$ cat config.mk
export PLATFORM = sky130hd
export DESIGN_NAME = cmsf_queue
export DESIGN_NICKNAME = d
export VERILOG_FILES = /design/src/rtl/cmsf_queue.sv
export SDC_FILE = /design/constraint.sdc
export NUM_CORES = 1
export LEC_CHECK = 0
export ABC_AREA = 1
export BUFFER_PORTS_ARGS = -buffer_cell sky130_fd_sc_hd__buf_2
export CORE_MARGIN = 3
export CORE_UTILIZATION = 40
export CTS_BUF_LIST = sky130_fd_sc_hd__clkbuf_8
export CTS_CLUSTER_DIAMETER = 30
export CTS_CLUSTER_SIZE = 28
export DETAILED_ROUTE_END_ITERATION = 10
export HOLD_SLACK_MARGIN = 0.03
export PLACE_DENSITY = 0.63
export SYNTH_ARGS = -nofsm -noshare
export SYNTH_HDL_FRONTEND = slang
export SYNTH_SLANG_ARGS = --single-unit
$ cat constraint.sdc
create_clock -name clk_i -period 2 [get_ports clk_i]
set_clock_uncertainty 0.15 [all_clocks]
set_input_delay 0.3 -clock clk_i [delete_from_list [all_inputs] [get_ports clk_i]]
set_output_delay 0.3 -clock clk_i [all_outputs]
set_load 0.02 [all_outputs]
$ cat src/rtl/cmsf_queue.sv
// Short FIFO between the hash front end and the counter back end.
// Register array with head/tail pointers; depends on nothing else.
module cmsf_queue #(
  parameter int unsigned WIDTH = 8,
  parameter int unsigned DEPTH = 4
) (
  input  logic             clk_i,
  input  logic             rst_ni,
  input  logic             push_i,
  output logic             ready_o,
  input  logic [WIDTH-1:0] data_i,
  output logic             valid_o,
  input  logic             pop_i,
  output logic [WIDTH-1:0] data_o
);

  localparam int unsigned PW = $clog2(DEPTH);

  logic [WIDTH-1:0] mem_q [DEPTH];
  logic [PW-1:0]    wr_ptr_q, rd_ptr_q;
  logic [PW:0]      cnt_q;
  logic             do_push, do_pop;

  assign ready_o = cnt_q != (PW+1)'(DEPTH);
  assign valid_o = cnt_q != '0;
  assign do_push = push_i && ready_o;
  assign do_pop  = pop_i && valid_o;
  assign data_o  = mem_q[rd_ptr_q];

  always_ff @(posedge clk_i or negedge rst_ni) begin
    if (!rst_ni) begin
      wr_ptr_q <= '0;
      rd_ptr_q <= '0;
      cnt_q    <= '0;
    end else begin
      if (do_push) begin
        wr_ptr_q <= (wr_ptr_q == PW'(DEPTH - 1)) ? '0 : wr_ptr_q + 1'b1;
      end
      if (do_pop) begin
        rd_ptr_q <= (rd_ptr_q == PW'(DEPTH - 1)) ? '0 : rd_ptr_q + 1'b1;
      end
      if (do_push && !do_pop) begin
        cnt_q <= cnt_q + 1'b1;
      end else if (do_pop && !do_push) begin
        cnt_q <= cnt_q - 1'b1;
      end
    end
  end

  always_ff @(posedge clk_i) begin
    if (do_push) begin
      mem_q[wr_ptr_q] <= data_i;
    end
  end

  a_cnt_bound: assert property (@(posedge clk_i) disable iff (!rst_ni)
    cnt_q <= (PW+1)'(DEPTH))
    else $error("queue fill count above depth");

endmodule

==> flow_metrics.py <==
metrics = {
    "outcome": {
        "status": "finished clean",
    },
    "sta": {
        "setup_violations": 0,
        "finalCriticalPeriod_ns": 1.93,
        "setup_ws_ns": 0.0675,
        "slew_viol_final": 0,
        "worstMarginPinSlew_ns": 0.340,
        "maxSlewHeadroom_pct": 77.4,
        "hold_viol_final": 0,
        "whs_ns": 0.0696,
        "fmaxAchievable_mhz": 517,
        "fin_crit_sh_pct": 96.6,
    },
    "worst_setup_path": {
        "rr_endpoint": "cnt_q[1]$_DFFE_PN0P_",
        "crit_start": "cnt_q[1]$_DFFE_PN0P_",
        "cpMaxStageDelayCell": "fa_2",
        "critPathCaptureType": "flop",
        "crit_type": "reg2reg",
        "crit_fanout": 7,
        "crit_required_ns": 2.03,
        "worstPathCellList": "inv_2, nand3_4, nand2_4, inv_1, ha_1, inv_2, fa_2, nand2_1, o21ai_0",
        "worst-r2r-cell-count": 9,
        "crit_buf_inv": 3,
        "cp_data_arrival_time_ns": 1.96,
        "max_stage_delay_ns": 0.44,
        "crit_path_frequent_cell": "inv_2",
        "startpoint_type": "flop",
        "regToRegStartpoint": "cnt_q[1]$_DFFE_PN0P_",
        "critPathTopFamily": "adder cells",
        "r2r_slack_ns": 0.07,
    },
    "placed_design": {
        "dp_hpwl_um": 2060,
        "post-place-ws_ns": 0.0581,
        "place_area_sq_um": 1910,
        "portBuffers": 21,
        "place.gp.congestion": 0.770,
    },
    "yosys": {
        "synth.largest_area_cell": "edfxtp_1",
        "synth_cell_types": 16,
        "syn-cell-area_sq_um": 1750,
        "ys_seq_area_share_pct": 64.8,
        "synth_top_area_share_pct": 54.8,
        "synth_area_per_cell_sq_um": 11.5,
        "syn_nets": 171,
        "yosys-top-cells-area": "edfxtp_1, dfrtp_1, nand2_1",
        "synthCells": 152,
        "ys_seq_elements": 39,
        "yosysWarnings": 0,
    },
    "finish": {
        "nFillCells": 361,
        "drive_gt1_share_pct": 25.4,
        "final_common_cell": "nand2_1",
        "final_util_pct": 50.3,
        "multiInputGateArea_sq_um": 472,
        "areaGrowthSynthToFinish_pct": 18.1,
        "insertedDiodeCount": 0,
        "final_area_sq_um": 2070,
        "layout_common_cells": "nand2_1, edfxtp_1, inv_1",
        "nNetsFinal": 203,
        "register_area_sq_um": 1140,
    },
    "floorplan": {
        "io_pins": 22,
        "core_area_sq_um": 4120,
        "dieArea_sq_um": 5220,
        "die_x_um": 72.2,
        "start_util_pct": 42.6,
        "row_count": 23,
        "die_h_um": 72.2,
    },
    "global_routing": {
        "overflow": 0,
        "grt_max_degree": 36,
        "antenna_found_initial": 0,
        "grt_first_pass_wirelength_um": 5170,
        "grt_pass1_vias": 1128,
        "grt_use_total_pct": 13.5,
    },
    "pwr": {
        "leakagePower_nw": 0.911,
        "power_density_nw_per_um2": 1520,
        "vdd_ir_drop_max_mv": 0.904,
    },
    "route": {
        "wl_met2_um": 1740,
        "ant_nets": 0,
        "top_layer": "met4",
        "drt_iter0_drc": 58,
        "dr_total_vias": 1155,
        "routed_wl_um": 3210,
        "first_pass_iters": 5,
        "via_per_inst": 4.91,
        "drcViolationCount": 0,
        "wl_per_cell_um": 13.7,
        "m1WireLength_um": 1290,
        "dr_wl_met3_um": 145,
    },
    "clock_tree": {
        "clock_sinks": 39,
        "htree_levels": 2,
        "cts-root-buf": "clkbuf_8",
        "cts_buffer_depth": 2,
        "numCtsBuffers": 5,
        "clk_latency_ns": 0.29,
        "cts_tree": "done",
        "path_clk_slew_ns": 0.08,
    },
    "run": {
        "cap_violations": 0,
    },
    "min_path": {
        "hold_depth": 1,
        "holdPathEnd": "mem_q[0][4]$_DFFE_PP_",
        "hold_start": "data_i[4]",
        "min_path_type": "in2reg",
    },
}
-- power breakdown --
| part | switching (mW) | leakage (nW) | internal [mW] | total [mW] |
|---|---|---|---|---|
| Sequential | 0.0933 | 0.377 | 1.09 | 1.19 |
| Combinational | 0.848 | 0.475 | 0.470 | 1.32 |
| Clock | 0.281 | 0.0581 | 0.371 | 0.652 |
-- sequential cells by signal, summed over array words and instances (netlist names) --
signal / cells
mem_q: 32
cnt_q: 3
rd_ptr_q: 2
wr_ptr_q: 2
-- layout make-up --
cell class,instances,share of cell area (%)
sequential,39,54.9
multi-input combinational,78,22.8
timing repair buffer,30,8.45
inverter,30,5.43
clock buffer,5,3.32
tap,50,3.02
clock inverter,3,2.11
-- synth_stat cells, drive strengths merged --
library cell and n:
nand4 1, dfrtp 7, fa 1, nand2 39
o211ai 16, xnor2 1, inv 30, o21ai 1
nand3 7, ha 6, nor2 6, edfxtp 32
buf 5
-- logic make-up (layout without fill, tap and decap cells) --
group           count (synthesis)  after routing  share of synthesized area, %
compound gates                 17             17                          7.13
simple gates                   53             53                          12.6
buf+inv                        35             68                          9.63
fa+ha+maj                       7              7                          5.42
flops                          39             39                          64.8
xor+xnor                        1              1                         0.499
-- metrics by stage --
stage,TNS [ns],total power [mW],instances
final,0,3.15,235
after detailed placement,0,2.43,224
after global placement,0,2.38,224
after CTS,0,3.09,233
after global routing,-0.0509,3.40,235
after floorplan,0,2.12,152
-- layer usage --
layer / GRT usage, % / up-vias
met4: 5.85 / 0
li1: - / 564
met5: 0 / -
met1: 15.6 / 558
met2: 22.9 / 29
met3: 4.43 / 4
-- how the worst max path moves through the flow --
stage                     depth (start not counted)                   end  slack, ns
after floorplan                                  10  cnt_q[2]$_DFFE_PN0P_       0.02
after global placement                            9  cnt_q[1]$_DFFE_PN0P_       0.12
after detailed placement                          9  cnt_q[1]$_DFFE_PN0P_       0.06
after CTS                                        10  cnt_q[2]$_DFFE_PN0P_       0.03
after global routing                             10  cnt_q[2]$_DFFE_PN0P_      -0.03
final                                             9  cnt_q[1]$_DFFE_PN0P_       0.07
-- what timing repair did --
item | in CTS | in global routing
gates resized for setup | 0 | 8
hold buffers | 1 | 0
buffers inserted | 0 | 2
endpoints found under the hold margin | 7 | 0
endpoints found under the setup margin | 0 | 2
No activity file was read; power rests on OpenSTA's default activity.
