==> config.mk <==
export PLATFORM = sky130hd
export DESIGN_NAME = cmsf_hash
export DESIGN_NICKNAME = d
export VERILOG_FILES = /design/src/rtl/cmsf_pkg.sv /design/src/rtl/cmsf_hash.sv
export SDC_FILE = /design/constraint.sdc
export NUM_CORES = 1
export LEC_CHECK = 0
export BUFFER_PORTS_ARGS = -buffer_cell sky130_fd_sc_hd__buf_2
export CORE_MARGIN = 10
export CORE_UTILIZATION = 45
export CTS_CLUSTER_DIAMETER = 120
export DETAILED_ROUTE_END_ITERATION = 7
export GPL_TIMING_DRIVEN = 0
export PLACE_DENSITY = 0.73
export SYNTH_ARGS = -nofsm -noshare
export SYNTH_HDL_FRONTEND = slang
export SYNTH_SLANG_ARGS = --single-unit
==> constraint.sdc <==
create_clock -name clk_i -period 47.3 [get_ports clk_i]
set_input_delay 7.095 -clock clk_i [delete_from_list [all_inputs] [get_ports clk_i]]
set_output_delay 7.095 -clock clk_i [all_outputs]
set_load 0.02 [all_outputs]
==> src/rtl/cmsf_pkg.sv <==
// Shared types and constants for the count-min sketch flagger.
// Used by cmsf_hash, cmsf_count and the top level; depends on nothing.
package cmsf_pkg;

  localparam int unsigned KEY_W       = 38;
  localparam int unsigned EST_W       = 32;
  localparam int unsigned THR_W       = 32;
  localparam int unsigned MULT_W      = 26;
  localparam int unsigned MULT_REGS   = 4;
  localparam int unsigned MULT_SEL_W  = 2;
  localparam int unsigned CFG_IDX_W   = 3;
  localparam int unsigned CFG_DATA_W  = 32;
  localparam int unsigned IN_TDATA_W  = 40;
  localparam int unsigned OUT_TDATA_W = 72;
  localparam int unsigned QUEUE_DEPTH = 4;

  typedef enum logic [CFG_IDX_W-1:0] {
    CFG_THRESHOLD = 3'd0,
    CFG_MULT_ROW0 = 3'd1,
    CFG_MULT_ROW1 = 3'd2,
    CFG_MULT_ROW2 = 3'd3,
    CFG_MULT_ROW3 = 3'd4
  } cfg_idx_e;

  typedef logic [MULT_REGS-1:0][MULT_W-1:0] mult_arr_t;

  // key_echo sits in the low bits
  typedef struct packed {
    logic             any_flagged;
    logic             flagged;
    logic [EST_W-1:0] estimate;
    logic [KEY_W-1:0] key_echo;
  } result_t;

endpackage

==> src/rtl/cmsf_hash.sv <==
// Front end: reduces each key to one counter index per row.
// Pipelined (key mod depth), then (key mod depth) * multiplier, then mod depth again.
// Depends on cmsf_pkg.
module cmsf_hash #(
  parameter int unsigned NUM_ROWS  = 4,
  parameter int unsigned ROW_DEPTH = 1024,
  parameter int unsigned IDX_W     = $clog2(ROW_DEPTH)
) (
  input  logic                          clk_i,
  input  logic                          rst_ni,
  input  logic                          in_valid_i,
  output logic                          in_ready_o,
  input  logic [cmsf_pkg::KEY_W-1:0]    in_key_i,
  input  cmsf_pkg::mult_arr_t           mult_i,
  output logic                          out_valid_o,
  input  logic                          out_ready_i,
  output logic [cmsf_pkg::KEY_W-1:0]    out_key_o,
  output logic [NUM_ROWS*IDX_W-1:0]     out_idx_o
);

  localparam int unsigned KD     = (cmsf_pkg::KEY_W + 3) / 4;
  localparam int unsigned KP_W   = KD * 4;
  localparam int unsigned PROD_W = IDX_W + cmsf_pkg::MULT_W;
  localparam int unsigned PD     = (PROD_W + 3) / 4;
  localparam int unsigned PP_W   = PD * 4;
  localparam logic [IDX_W+3:0] DIV_W = (IDX_W+4)'(ROW_DEPTH);

  // One radix-16 digit of a remainder: (rem*16 + dig) mod depth, restoring style.
  function automatic logic [IDX_W-1:0] mod_step(input logic [IDX_W-1:0] rem,
                                                input logic [3:0]       dig);
    logic [IDX_W+3:0] v;
    v = {rem, dig};
    for (int j = 3; j >= 0; j--) begin
      if (v >= (DIV_W << j)) begin
        v = v - (DIV_W << j);
      end
    end
    return v[IDX_W-1:0];
  endfunction

  logic                        adv;
  logic [KP_W-1:0]             in_pad;

  logic [KD-1:0]               kv_q;
  logic [cmsf_pkg::KEY_W-1:0]  kkey_q [KD];
  logic [IDX_W-1:0]            krem_q [KD];

  logic                        mv_q;
  logic [cmsf_pkg::KEY_W-1:0]  mkey_q;
  logic [PROD_W-1:0]           prod_c  [NUM_ROWS];
  logic [PP_W-1:0]             mprod_q [NUM_ROWS];

  logic [PD-1:0]               pv_q;
  logic [cmsf_pkg::KEY_W-1:0]  pkey_q  [PD];
  logic [IDX_W-1:0]            prem_q  [PD][NUM_ROWS];
  logic [PP_W-1:0]             pprod_q [PD-1][NUM_ROWS];

  assign adv        = !pv_q[PD-1] || out_ready_i;
  assign in_ready_o = adv;
  assign in_pad     = {{(KP_W - cmsf_pkg::KEY_W){1'b0}}, in_key_i};

  always_comb begin
    for (int r = 0; r < NUM_ROWS; r++) begin
      prod_c[r] = PROD_W'(krem_q[KD-1]) * PROD_W'(mult_i[r % cmsf_pkg::MULT_REGS]);
    end
  end

  always_ff @(posedge clk_i or negedge rst_ni) begin
    if (!rst_ni) begin
      kv_q <= '0;
      mv_q <= 1'b0;
      pv_q <= '0;
    end else if (adv) begin
      kv_q <= {kv_q[KD-2:0], in_valid_i};
      mv_q <= kv_q[KD-1];
      pv_q <= {pv_q[PD-2:0], mv_q};
    end
  end

  always_ff @(posedge clk_i) begin
    if (adv) begin
      // key digits, most significant first
      kkey_q[0] <= in_key_i;
      krem_q[0] <= mod_step('0, in_pad[(KD-1)*4 +: 4]);
      for (int s = 1; s < KD; s++) begin
        kkey_q[s] <= kkey_q[s-1];
        krem_q[s] <= mod_step(krem_q[s-1], kkey_q[s-1][(KD-1-s)*4 +: 4]);
      end

      mkey_q <= kkey_q[KD-1];
      for (int r = 0; r < NUM_ROWS; r++) begin
        mprod_q[r] <= PP_W'(prod_c[r]);
      end

      // product digits per row
      pkey_q[0] <= mkey_q;
      for (int r = 0; r < NUM_ROWS; r++) begin
        prem_q[0][r]  <= mod_step('0, mprod_q[r][(PD-1)*4 +: 4]);
        pprod_q[0][r] <= mprod_q[r];
      end
      for (int t = 1; t < PD; t++) begin
        pkey_q[t] <= pkey_q[t-1];
        for (int r = 0; r < NUM_ROWS; r++) begin
          prem_q[t][r] <= mod_step(prem_q[t-1][r], pprod_q[t-1][r][(PD-1-t)*4 +: 4]);
        end
      end
      for (int t = 1; t < PD - 1; t++) begin
        for (int r = 0; r < NUM_ROWS; r++) begin
          pprod_q[t][r] <= pprod_q[t-1][r];
        end
      end
    end
  end

  assign out_valid_o = pv_q[PD-1];
  assign out_key_o   = pkey_q[PD-1];

  always_comb begin
    for (int r = 0; r < NUM_ROWS; r++) begin
      out_idx_o[r*IDX_W +: IDX_W] = prem_q[PD-1][r];
    end
  end

endmodule

==> impl_metrics.csv <==
group,metric,value,unit
global_route,overflow,0,
setup_path,required,40.20,ns
sta,finalHoldViolations,0,
yosys,synthTopCellsByCount,"edfxtp_1 (1,160), nand2_1 (130), inv_1 (112)",
die,ios,226,
finish,fin_area,0.04788,mm²
sta,setup_violations,0,
clock_network,cts.path.max_buffers,3,
die,start_util,0.4535,
yosys,synth_warnings,0,
yosys,synth_area_leader_cell,"edfxtp_1",
sta,fin_crit,16.27,ns
global_route,antenna_found_initial,17,
setup_path,crit_slowest_cell,"clkbuf_4",
finish,nets,2538,
sta,fmax,61.45,MHz
global_route,grt_pass1_vias,16800,
placed_design,place_worst_setup_slack,31.00,ns
sta,max_slew_margin,0.3983,
yosys,ys_async_sr_fraction,0.01695,
routing,drcViolationCount,0,
finish,stdcell_count,3493,
yosys,synth_ff_type,"edfxtp_1",
global_route,grt_max_degree,79,
yosys,syn-instance-count,1916,
clock_network,clockRootBuffer,"clkbuf_16",
global_route,grt_pass1_wl,92640,µm
power_and_ir_drop,ir_drop,63.15,µV
clock_network,cts-buffers-inserted,113,
routing,drt_pass1_iterations,4,
yosys,synth_edf_count,1160,
placed_design,hpwl,34890,µm
sta,setup_slack,31.03,ns
yosys,synth_area,0.04157,mm²
run,cap_violations,0,
clock_network,cts_hold_buf,0,
clock_network,cts_setup_buffers,0,
yosys,avgSynthCellArea,21.70,µm²
yosys,synth_nets,2246,
die,die_y,323.9,µm
die,rows,111,
sta,hold_slack,0.3985,ns
setup_path,start_kind,"input pin",
setup_path,cpPeakStageDelay,0.76,ns
finish,synthToLayoutAreaGrowth,15.17,%
global_route,gr-usage-all-layers,0.1127,
yosys,netlist.area_leader.share,0.8379,
sta,worst_pin_slew,0.9025,ns
clock_network,cts.clk_slew.worst_paths,0.06,ns
placed_design,gp_congestion,0.7827,
setup_path,crit_type,"input pin to output port",
yosys,synthTopCellsByArea,"edfxtp_1 (84%), fa_1 (4.2%), ha_1 (2.9%), xnor2_1 (1.3%), and2_1 (1.3%)",
power_and_ir_drop,p_leak,17.88,nW
run_status,status,"finished clean",
clock_network,cts_tree,"done",
finish,drive_above_1_share,0.1751,
finish,final_core_util,0.5224,
routing,via_per_inst,4.615,
clock_network,h-tree-depth,3,
sta,finClkSkew,0.02990,ns
placed_design,dp_cells,3279,
power_and_ir_drop,cellPowerDensity,78.52,mW/mm²
yosys,synth_cell_types,27,
die,die_area,0.1049,mm²
die,fp.coreArea,0.09166,mm²
clock_network,clock_sinks,1180,
sta,slew_viol_final,0,
clock_network,cts_resized,0,
setup_path,crit_chain,"buf_2 > nand2b_1 > clkbuf_4 > buf_16 > buf_16 > buf_2",
placed_design,io_buffers,160,
sta,finalCritPeriodShare,0.3441,
routing,post_drt_wl_per_cell,16.54,µm
yosys,synth.most_common_cell,"edfxtp_1",
routing,ant_nets,0,
power_and_ir_drop,p_total,3.760,mW
yosys,yosysSeqAreaShare,0.8499,
routing,drt-total-wl,57770,µm
sta,final.setup.tns,0,ns
worst_hold_path,hp-class,"flop to flop",
sta,rsz0062_at_grt,"false",
setup_path,crit_path_end_kind,"output port",
finish,fillers,7069,
yosys,ys_ff_latch,1180,
setup_path,worstPathArrival,9.18,ns
placed_design,dpl-instance-area,0.04432,mm²
setup_path,crit_fanout,75,
routing,drt-initial-drc-count,1066,
clock_network,clock_latency,0.68,ns
routing,vias,16120,
die,die_w,323.9,µm
-- layer usage --
| metal | global-route usage | vias to the layer above | wire, µm |
|---|---|---|---|
| met5 | 0 | - | 10 |
| met4 | 0.04272 | 2 | 1655 |
| met3 | 0.02997 | 146 | 3709 |
| met2 | 0.1817 | 351 | 27730 |
| met1 | 0.1460 | 7954 | 24660 |
| li1 | - | 7668 | - |
-- state kept, by name, summed over array words and instances, names as in the netlist --
register and count:
pprod_q 320, prem_q 40, pkey_q 342, kkey_q 360, krem_q 20, mprod_q 40, pv_q 9, kv_q 10
mv_q 1, mkey_q 38
-- final cells by class --
class	count	area (µm²)	share of cell area
buffer	61	402.9	0.008414
clock buffer	133	2924	0.06107
sequential	1180	35330	0.7380
timing repair buffer	177	1261	0.02634
clock inverter	75	620.6	0.01296
inverter	112	420.4	0.008780
tap	1186	1484	0.03099
antenna	6	15.01	0.0003136
multi-input combinational	563	5419	0.1132
-- placed cells by master (no fill, tap or decap), types with 7 or more instances in the layout --
master | Yosys | layout
xor2_1 | 14 | 14
edfxtp_1 | 1160 | 1160
xnor2_1 | 64 | 64
clkbuf_1 | 17 | 35
inv_1 | 112 | 112
mux2_2 | 19 | 19
dfrtp_1 | 20 | 20
clkinv_1 | 0 | 34
a21oi_1 | 16 | 16
buf_16 | 0 | 16
ha_1 | 96 | 96
o21ai_0 | 7 | 7
and2_1 | 87 | 87
bufinv_16 | 0 | 7
nand2_1 | 130 | 130
o21bai_1 | 8 | 8
clkinv_2 | 0 | 18
clkbuf_16 | 0 | 114
fa_1 | 88 | 88
buf_2 | 1 | 161
a21o_1 | 8 | 8
buf_4 | 41 | 41
-- critical path, delay by kind of cell --
kind	cells	cell delay, ns
AND/OR/NAND/NOR	1	0.14
buffers and inverters	5	1.78
-- report_power, final --
group          switching (mW)  internal [mW]  total (mW)
Sequential              0.115           1.77        1.89
Clock                   0.366          0.481       0.847
Combinational           0.578          0.448        1.03
Total                    1.06           2.70        3.76
-- kinds of logic after synthesis --
group / count (synthesis) / synth area share
AOI/OAI and AO/OA: 44 / 0.006561
xor gates and xnor gates: 87 / 0.02071
adders and majority gates: 184 / 0.07127
buffers and inverters: 173 / 0.01971
DFF: 1180 / 0.8499
muxes: 19 / 0.005147
and+or+nand+nor: 229 / 0.02667
-- path summary, 6_finish.rpt --
kind                                     startpoint                  endpoint  slack (ns)  cells past startpoint
setup / recovery                        out_ready_i                in_ready_o       31.03                      6
hold / removal             pkey_q[0][117]$_DFFE_PP_  pkey_q[0][155]$_DFFE_PP_        0.40                      0
setup reg to reg             krem_q[9][2]$_DFFE_PP_   mprod_q[3][9]$_DFFE_PP_       41.23                     17
hold reg to reg            pkey_q[0][117]$_DFFE_PP_  pkey_q[0][155]$_DFFE_PP_        0.40                      0
max in group asynchronous                    rst_ni       pv_q[2]$_DFFE_PN0P_       40.64                      1
min in group asynchronous                    rst_ni       kv_q[9]$_DFFE_PN0P_        6.35                      1
Note: power is estimated with default switching activity, not from simulation.
